### src/gcd_pkg.sv
// Shared types and constants for the GCD-by-division block.
package gcd_pkg;

    // Width of each operand and result field on the ports.
    localparam int FIELD_W = 32;
    // Default datapath width.
    localparam int WIDTH_DEF = 32;

    typedef enum logic [1:0] {
        ST_IDLE,
        ST_LOAD,
        ST_DIV,
        ST_OUT
    } t_state;

    // Request to the remainder unit.
    typedef struct packed {
        logic start;
    } t_rem_req;

    // Status from the remainder unit.
    typedef struct packed {
        logic busy;
        logic done;
    } t_rem_sts;

endpackage

### src/gcd_rem.sv
// Shift-subtract remainder unit, one dividend bit per cycle.
module gcd_rem #(
    parameter int WIDTH = gcd_pkg::WIDTH_DEF
) (
    input  logic              i_clk,
    input  logic              i_rst_n,
    input  gcd_pkg::t_rem_req i_req,
    input  logic [WIDTH-1:0]  i_dividend,
    input  logic [WIDTH-1:0]  i_divisor,
    output gcd_pkg::t_rem_sts o_sts,
    output logic [WIDTH-1:0]  o_rem
);

    localparam int CW = $clog2(WIDTH);

    logic [WIDTH-1:0] r_rem, n_rem;
    logic [WIDTH-1:0] r_quo, n_quo;
    logic [WIDTH-1:0] r_den;
    logic [CW-1:0]    r_cnt;
    logic             r_busy;
    logic             r_done;

    logic [WIDTH:0] trial;
    logic [WIDTH:0] diff;

    // Shift in next dividend bit, subtract divisor when it fits.
    always_comb begin
        trial = {r_rem, r_quo[WIDTH-1]};
        diff  = trial - {1'b0, r_den};
        n_quo = {r_quo[WIDTH-2:0], 1'b0};
        if (diff[WIDTH]) begin
            n_rem = trial[WIDTH-1:0];
        end else begin
            n_rem = diff[WIDTH-1:0];
        end
    end

    always_ff @(posedge i_clk) begin
        if (!i_rst_n) begin
            r_busy <= 1'b0;
            r_done <= 1'b0;
            r_cnt  <= '0;
        end else begin
            r_done <= 1'b0;
            if (i_req.start) begin
                r_busy <= 1'b1;
                r_cnt  <= '0;
            end else if (r_busy) begin
                r_cnt <= r_cnt + CW'(1);
                if (r_cnt == CW'(WIDTH - 1)) begin
                    r_busy <= 1'b0;
                    r_done <= 1'b1;
                end
            end
        end
    end

    always_ff @(posedge i_clk) begin
        if (i_req.start) begin
            r_rem <= '0;
            r_quo <= i_dividend;
            r_den <= i_divisor;
        end else if (r_busy) begin
            r_rem <= n_rem;
            r_quo <= n_quo;
        end
    end

    assign o_sts.busy = r_busy;
    assign o_sts.done = r_done;
    assign o_rem      = r_rem;

endmodule

### src/gcd_by_division.sv
// Top level: Euclidean GCD sequencer around a single remainder unit, reused for every step.
//
//  channel   dir  handshake                  payload
//  --------  ---  -------------------------  ------------------------------------
//  s (in)    in   i_s_tvalid / o_s_tready    i_s_tdata: operand_a, operand_b
//  m (out)   out  o_m_tvalid / i_m_tready    o_m_tdata: divisor; o_m_tuser: both_zero
//
//  One request at a time. A request is accepted in the idle state; each Euclid
//  step then runs a reload state that starts the remainder unit, its shift-subtract
//  loop over all WIDTH dividend bits and its done pulse. The reload state that
//  sees a zero remainder moves to the output state. Run time grows with the number
//  of remainder steps and is set by the bit-serial remainder loop; a zero operand
//  goes straight from the reload state to the output state.
//  Reset (synchronous, active low) returns the sequencer to idle.
//  A stalled result holds on the master side until taken; the slave side
//  stays not ready until then.
module gcd_by_division #(
    parameter int WIDTH = gcd_pkg::WIDTH_DEF
) (
    input  logic                          i_clk,
    input  logic                          i_rst_n,
    // slave side
    input  logic                          i_s_tvalid,
    output logic                          o_s_tready,
    input  logic [2*gcd_pkg::FIELD_W-1:0] i_s_tdata,  // [31:0] operand_a, [63:32] operand_b
    // master side
    output logic                          o_m_tvalid,
    input  logic                          i_m_tready,
    output logic [gcd_pkg::FIELD_W-1:0]   o_m_tdata,  // [31:0] divisor
    output logic                          o_m_tuser   // [0] both_zero
);

    localparam int FW = gcd_pkg::FIELD_W;
    // Common width for the operand fit between port fields and datapath.
    localparam int MW = (WIDTH > FW) ? WIDTH : FW;

    gcd_pkg::t_state r_state, n_state;

    logic [WIDTH-1:0] r_x;       // current larger value
    logic [WIDTH-1:0] r_y;       // current smaller value / divisor
    logic             r_zero;    // both operands were zero

    logic [MW-1:0]    a_ext, b_ext, g_ext;
    logic [WIDTH-1:0] a_w, b_w;
    logic             in_acc;
    logic             y_zero;

    gcd_pkg::t_rem_req rem_req;
    gcd_pkg::t_rem_sts rem_sts;
    logic [WIDTH-1:0]  rem;

    // Fit the port fields to the datapath width (truncate or zero-extend).
    assign a_ext  = MW'(i_s_tdata[FW-1:0]);
    assign b_ext  = MW'(i_s_tdata[2*FW-1:FW]);
    assign a_w    = a_ext[WIDTH-1:0];
    assign b_w    = b_ext[WIDTH-1:0];
    assign in_acc = i_s_tvalid && o_s_tready;
    assign y_zero = (r_y == '0);

    gcd_rem #(
        .WIDTH(WIDTH)
    ) u_rem (
        .i_clk      (i_clk),
        .i_rst_n    (i_rst_n),
        .i_req      (rem_req),
        .i_dividend (r_x),
        .i_divisor  (r_y),
        .o_sts      (rem_sts),
        .o_rem      (rem)
    );

    // Next state
    always_comb begin
        n_state = r_state;
        case (r_state)
            gcd_pkg::ST_IDLE: begin
                if (i_s_tvalid) n_state = gcd_pkg::ST_LOAD;
            end
            gcd_pkg::ST_LOAD: begin
                // zero divisor ends Euclid; r_x holds the gcd
                if (y_zero) n_state = gcd_pkg::ST_OUT;
                else        n_state = gcd_pkg::ST_DIV;
            end
            gcd_pkg::ST_DIV: begin
                if (rem_sts.done) n_state = gcd_pkg::ST_LOAD;
            end
            gcd_pkg::ST_OUT: begin
                if (i_m_tready) n_state = gcd_pkg::ST_IDLE;
            end
            default: n_state = gcd_pkg::ST_IDLE;
        endcase
    end

    // Outputs
    always_comb begin
        o_s_tready    = 1'b0;
        o_m_tvalid    = 1'b0;
        rem_req.start = 1'b0;
        case (r_state)
            gcd_pkg::ST_IDLE: o_s_tready    = 1'b1;
            gcd_pkg::ST_LOAD: rem_req.start = !y_zero;
            gcd_pkg::ST_DIV:  ;
            gcd_pkg::ST_OUT:  o_m_tvalid    = 1'b1;
            default:          ;
        endcase
    end

    always_ff @(posedge i_clk) begin
        if (!i_rst_n) begin
            r_state <= gcd_pkg::ST_IDLE;
        end else begin
            r_state <= n_state;
        end
    end

    // Operand registers: sort on accept, rotate (x, y) <- (y, x mod y) per step.
    always_ff @(posedge i_clk) begin
        if (in_acc) begin
            r_x    <= (a_w > b_w) ? a_w : b_w;
            r_y    <= (a_w > b_w) ? b_w : a_w;
            r_zero <= (a_w == '0) && (b_w == '0);
        end else if (r_state == gcd_pkg::ST_DIV && rem_sts.done && !rem_sts.busy) begin
            r_x <= r_y;
            r_y <= rem;
        end
    end

    // Both-zero pair leaves r_x at zero, so the divisor reads 0 there.
    assign g_ext     = MW'(r_x);
    assign o_m_tdata = g_ext[FW-1:0];
    assign o_m_tuser = r_zero;

endmodule

### config.mk
export PLATFORM = sky130hd
export DESIGN_NAME = gcd_by_division
export DESIGN_NICKNAME = d
export VERILOG_FILES = /design/src/gcd_pkg.sv /design/src/gcd_rem.sv /design/src/gcd_by_division.sv
export SDC_FILE = /design/constraint.sdc
export NUM_CORES = 1
export LEC_CHECK = 0
export BUFFER_PORTS_ARGS = -buffer_cell sky130_fd_sc_hd__buf_2
export CAP_MARGIN = 20
export CORE_MARGIN = 5
export CORE_UTILIZATION = 54
export DETAILED_ROUTE_END_ITERATION = 8
export PLACE_DENSITY_LB_ADDON = 0.3
export SYNTH_ARGS = -nofsm -noshare
export SYNTH_HDL_FRONTEND = slang
export SYNTH_SLANG_ARGS = --single-unit
### constraint.sdc
create_clock -name i_clk -period 4.78 [get_ports i_clk]
set_input_delay 0.717 -clock i_clk [delete_from_list [all_inputs] [get_ports i_clk]]
set_output_delay 0.717 -clock i_clk [all_outputs]
set_load 0.01 [all_outputs]
# After elaboration in Yosys (flattened, before gate mapping)
# Index checks and enable logic that the tools add are counted.
# totals
elab_cells,58
register_bits,170
# op_classes
mux,21
add_sub_neg,2
n_reduce_logical,15
n_eq_ne,7
bitwise_logic,2
order_cmp,1
# ops
operator,n
32-bit two-way mux,9
32-bit zero test,3
33-bit by 32-bit subtractor with 33-bit output,1
32-bit greater-than comparator,1
1-bit two-way mux,8
2-bit case mux with 4 select lines,1
2-bit two-way mux,3
5-bit by 1-bit adder with 5-bit output (second input constant),1
5-bit equality test (second input constant),1
2-bit equality test (second input constant),2
1-bit logical AND,4
2-bit != test (second input constant),2
2-bit nonzero test,2
3-bit AND reduction,1
3-bit OR reduction,1
2-bit by 1-bit equality test with 1-bit output (second input constant),1
1-bit zero test,2
2-bit zero test,1
2-bit by 1-bit != test with 1-bit output (second input constant),1
1-bit inverter,2
2-bit OR reduction,1

# Logic depth before layout (Yosys ltp)
# logic_depth
depth_word,5
mapped_depth,15
mapped_depth_nobuf,13

# Modules after synthesis
# Synthesis repeated with hierarchy kept, for this count alone.
# hier_totals
hier_cells,1101
area_unflattened_um2,10985.5
# modules_own_cells
module,cells_each,n_inst,area_each_um2
gcd_rem,574,1,5990.7
gcd_by_division,527,1,4994.8

# Worst setup path before layout
# OpenSTA, ideal clock, no wires.
# synth_timing
path_type,register to register
start,register u_rem.r_busy
end,register r_x[0] (netlist: o_m_tdata[0]) (enable)
t_required_ps,4273
path_stages_with_launch,5
period_less_slack_ps,4463
setup_ps,507
setup_slack_ps,317
arrival_time_ps,3956
path_cell_list,dfxtp_1 -> inv_1 -> clkbuf_1 -> nand3_1 -> a21oi_1
# synth_via
elab_chain_cells,3
# synth_lines
element,line_no,text
from (decl),gcd_rem.sv:20,logic r_busy;
from (signal assigned),gcd_rem.sv:40,r_busy <= 1'b0;
from (signal assigned),gcd_rem.sv:46,r_busy <= 1'b1;
from (signal assigned),gcd_rem.sv:51,r_busy <= 1'b0;
1-bit zero test,gcd_by_division.sv:122,end else if (r_state == gcd_pkg::ST_DIV && rem_sts.done && !rem_sts.busy) begin
1-bit logical AND,gcd_by_division.sv:122,
2-bit nonzero test (no line),n/a,
to (signal assigned),gcd_by_division.sv:119,r_x <= (a_w > b_w) ? a_w : b_w;
to (signal assigned),gcd_by_division.sv:123,r_x <= r_y;
to (decl),gcd_by_division.sv:39,logic [WIDTH-1:0] r_x;
# Every way passes these cells.
# A chain may end at the register's enable or synchronous reset.

# Final worst setup path
# layout_timing
start,register u_rem.r_quo[31]
end,register u_rem.r_rem[28] (netlist: u_rem.o_rem[28])
# layout_via
elab_chain_cells,2
# layout_lines
element,line_no,text
from (decl),gcd_rem.sv:17,"logic [WIDTH-1:0] r_quo, n_quo;"
from (signal assigned),gcd_rem.sv:61,r_quo <= i_dividend;
from (signal assigned),gcd_rem.sv:65,r_quo <= n_quo;
33-bit by 32-bit subtractor with 33-bit output,gcd_rem.sv:29,"diff = trial - {1'b0, r_den};"
32-bit two-way mux,gcd_rem.sv:31,if (diff[WIDTH]) begin
to (signal assigned),gcd_rem.sv:64,r_rem <= n_rem;
to (decl),gcd_rem.sv:16,"logic [WIDTH-1:0] r_rem, n_rem;"
# Every way passes these cells.

==> impl_metrics.py <==
metrics = {
    "run_status": {
        "status": "finished clean",
    },
    "timing": {
        "fin_setup_tns_ps": 0,
        "fin_ws_ps": 1240,
        "fin_crit_ps": 3540,
        "timing.final.crit_share": 0.740,
        "skew_ps": 12.7,
        "final-setup-viol-count": 0,
        "hold_viol": 0,
        "rsz0062_at_grt": "no",
        "max_slew.worst_pin.slew_ps": 927,
        "fmaxAchievable_mhz": 283,
        "slew_headroom": 0.382,
        "drv_slew": 0,
    },
    "layout": {
        "layout-drive-gt1-share": 0.137,
        "area_delta_synth_final_pct": 12.7,
        "nFillCells": 1576,
        "n_antenna_cell": 0,
        "nNetsFinal": 1294,
    },
    "critical_path": {
        "path_cells": "inv_1, ha_1, inv_1, fa_1, a21o_1, nand4_1, a31oi_1, nor2_2, o311ai_4, a211oi_4, xor2_2, buf_4, nand2_1, a311oi_1",
        "crit_path_max_fanout": 15,
        "cp.arrival_ps": 3880,
        "startpoint_type": "flop",
        "required_ps": 5130,
        "cpMostUsedCell": "inv_1",
        "cp_top_family": "compound AO/OA/AOI/OAI gates",
        "endpoint_kind": "flop",
        "critical_path.slowest_cell": "xor2_2",
        "crit_type": "reg2reg",
        "critPathMaxStageDelay_ps": 650,
        "path_buf_inv": 3,
    },
    "global_routing": {
        "grt_use_total": 0.244,
        "grt_pass1_vias": 8370,
        "grt_max_degree": 91,
        "gr-total-overflow": 0,
        "grt_pass1_wl_mm": 42.5,
        "grt_antenna_before_repair": 1,
    },
    "logic_synthesis": {
        "synthFlopType": "edfxtp_1",
        "avgSynthCellArea_um2": 9.45,
        "synthDistinctLibCells": 59,
        "ys_ff_latch": 170,
        "seq_area_frac_synth": 0.461,
        "syn_nets": 1213,
        "yosysWarningCount": 0,
        "async_reset_ff_frac": 0,
        "syn_area_um2": 10200,
        "synth-edff-count": 129,
        "synth_cells": 1078,
    },
    "clocking": {
        "cts_buffers": 17,
        "postCtsSetupBuffers": 0,
        "cts-root-buf": "clkbuf_16",
        "cts_hold_buf": 0,
        "htree_levels": 4,
        "clk_pin_slew_worst_paths_ps": 70,
        "cts.path.max_buffers": 2,
        "cts_resized": 0,
        "cts.sinks": 170,
        "insertion_delay_ps": 430,
        "cts_tree": "built",
    },
    "detailed_routing": {
        "wl_per_cell_um": 18.9,
        "drt-initial-drc-count": 748,
        "ant_nets": 0,
        "finalWirelength_mm": 26.6,
        "drt_first_pass_iters": 7,
        "routed_via_density": 5.97,
        "drc": 0,
        "num_vias": 8400,
    },
    "placement": {
        "place_congestion": 0.939,
        "dp_hpwl_mm": 19.2,
        "pre_cts_slack_ps": 1230,
        "portBuffers": 102,
    },
    "hold_path": {
        "hold_path_class": "reg2reg",
    },
    "power_and_ir_drop": {
        "power_density_nw_per_um2": 490,
        "p_leak_nw": 5.09,
        "peakVddDrop_mv": 0.394,
    },
    "die": {
        "die-area_um2": 21700,
        "core_um2": 18600,
        "start_util": 0.547,
        "ios": 103,
        "rows": 50,
        "die_y_um": 147,
        "die_w_um": 147,
    },
    "job": {
        "drv_cap": 0,
    },
}
-- cell type report --
type                       instances  area, um^2  share of cell area
multi-input combinational        784        5020               0.437
sequential                       170        4700               0.409
timing repair buffer             113         606              0.0527
clock buffer                      21         504              0.0439
tap                              234         293              0.0255
inverter                          73         274              0.0239
clock inverter                    11        91.3             0.00795
-- final timing paths --
check / from / to / slack [ps] / depth (start not counted)
setup / recovery: u_rem.r_quo[31] / u_rem.o_rem[28] / 1240 / 14
hold / removal: r_y[4] / u_rem.r_den[4] / 500 / 0
setup reg to reg: u_rem.r_quo[31] / u_rem.o_rem[28] / 1240 / 14
hold reg to reg: r_y[4] / u_rem.r_den[4] / 500 / 0
-- metal layers --
| layer | global-route usage | up-vias | wire length, um |
|---|---|---|---|
| li1 | - | 4061 | - |
| met1 | 0.309 | 3996 | 11000 |
| met2 | 0.424 | 288 | 13200 |
| met3 | 0.0475 | 53 | 1660 |
| met4 | 0.0746 | 2 | 698 |
| met5 | 0 | - | 10 |
-- layout by cell type, fill, tap and decap left out, types with 3 or more instances in the layout --
| master | instances |
|---|---|
| a211oi_1 | 3 |
| a21boi_0 | 3 |
| a21o_1 | 26 |
| a21oi_1 | 104 |
| a311o_1 | 3 |
| a311oi_1 | 6 |
| a31oi_1 | 21 |
| and2_1 | 7 |
| and3_1 | 6 |
| buf_2 | 102 |
| buf_4 | 10 |
| clkbuf_16 | 20 |
| dfxtp_1 | 40 |
| edfxtp_1 | 129 |
| ha_1 | 66 |
| inv_1 | 71 |
| inv_6 | 5 |
| mux2i_1 | 69 |
| nand2_1 | 154 |
| nand2b_1 | 4 |
| nand3_1 | 15 |
| nand4_1 | 25 |
| nor2_1 | 96 |
| nor2b_1 | 6 |
| nor3_1 | 13 |
| nor4_1 | 30 |
| o21a_1 | 7 |
| o21ai_0 | 42 |
| o21ai_1 | 6 |
| o21bai_1 | 6 |
| or2_2 | 3 |
| xnor2_1 | 18 |
| xor2_1 | 10 |
-- cells by family (layout without fill, tap and decap cells) --
group | count (synthesis) | in the layout | share of synthesized area
AOI/OAI and AO/OA | 250 | 250 | 0.151
muxes | 69 | 69 | 0.0678
and+or+nand+nor | 368 | 368 | 0.162
xor gates and xnor gates | 30 | 30 | 0.0265
adders and majority gates | 67 | 67 | 0.0830
buffers and inverters | 124 | 218 | 0.0492
DFF | 170 | 170 | 0.461
-- registers in the layout (all words and copies together) (netlist names) --
signal and cells:
o_m_tdata 32, r_y 32, u_rem.o_rem 32, u_rem.r_den 32, u_rem.r_quo 32, u_rem.r_cnt 5, r_state 2, o_m_tuser 1
u_rem.r_busy 1, u_rem.r_done 1
-- cells in the mapped netlist (7+ instances only) --
cell	number	share of area
xor2_1	11	0.0095
xnor2_1	18	0.015
a21o_1	27	0.020
nand2_1	154	0.057
ha_1	66	0.081
inv_1	72	0.027
dfxtp_1	41	0.081
a31oi_1	21	0.013
nor3_1	13	0.0064
a21oi_1	105	0.052
nand3_1	15	0.0074
edfxtp_1	129	0.38
clkbuf_1	34	0.013
o21a_1	7	0.0052
nor4_1	30	0.018
nor2_1	96	0.035
mux2i_1	69	0.068
buf_2	8	0.0039
nand4_1	25	0.015
o21ai_0	42	0.021
and2_1	8	0.0049
-- through the flow --
step | utilization | total power [mW] | hold slack [ps] | area, um^2 | cells
finish | 0.616 | 5.63 | 496 | 11500 | 1406
global route | 0.616 | 5.97 | 507 | 11500 | 1406
CTS | 0.616 | 5.62 | 495 | 11500 | 1406
detailed placement | 0.584 | 4.24 | 477 | 10900 | 1374
global placement | 0.584 | 4.20 | 470 | 10900 | 1374
floorplan | - | 3.70 | 451 | 10200 | 1078
-- worst register-to-register path: cells and delay by family, from the launching register on --
family / cells / cell delay, ps
xor gates and xnor gates: 1 / 650
adders and majority gates: 2 / 550
DFF: 1 / 360
AOI/OAI and AO/OA: 5 / 1090
and+or+nand+nor: 3 / 390
buffers and inverters: 3 / 400
-- power by group --
group | switching [mW] | leakage [nW] | internal, mW
registers | 0.232 | 1.56 | 1.92
clock network | 0.618 | 0.293 | 0.772
logic | 1.27 | 3.24 | 0.824
Note: power is estimated with default switching activity, not from simulation.
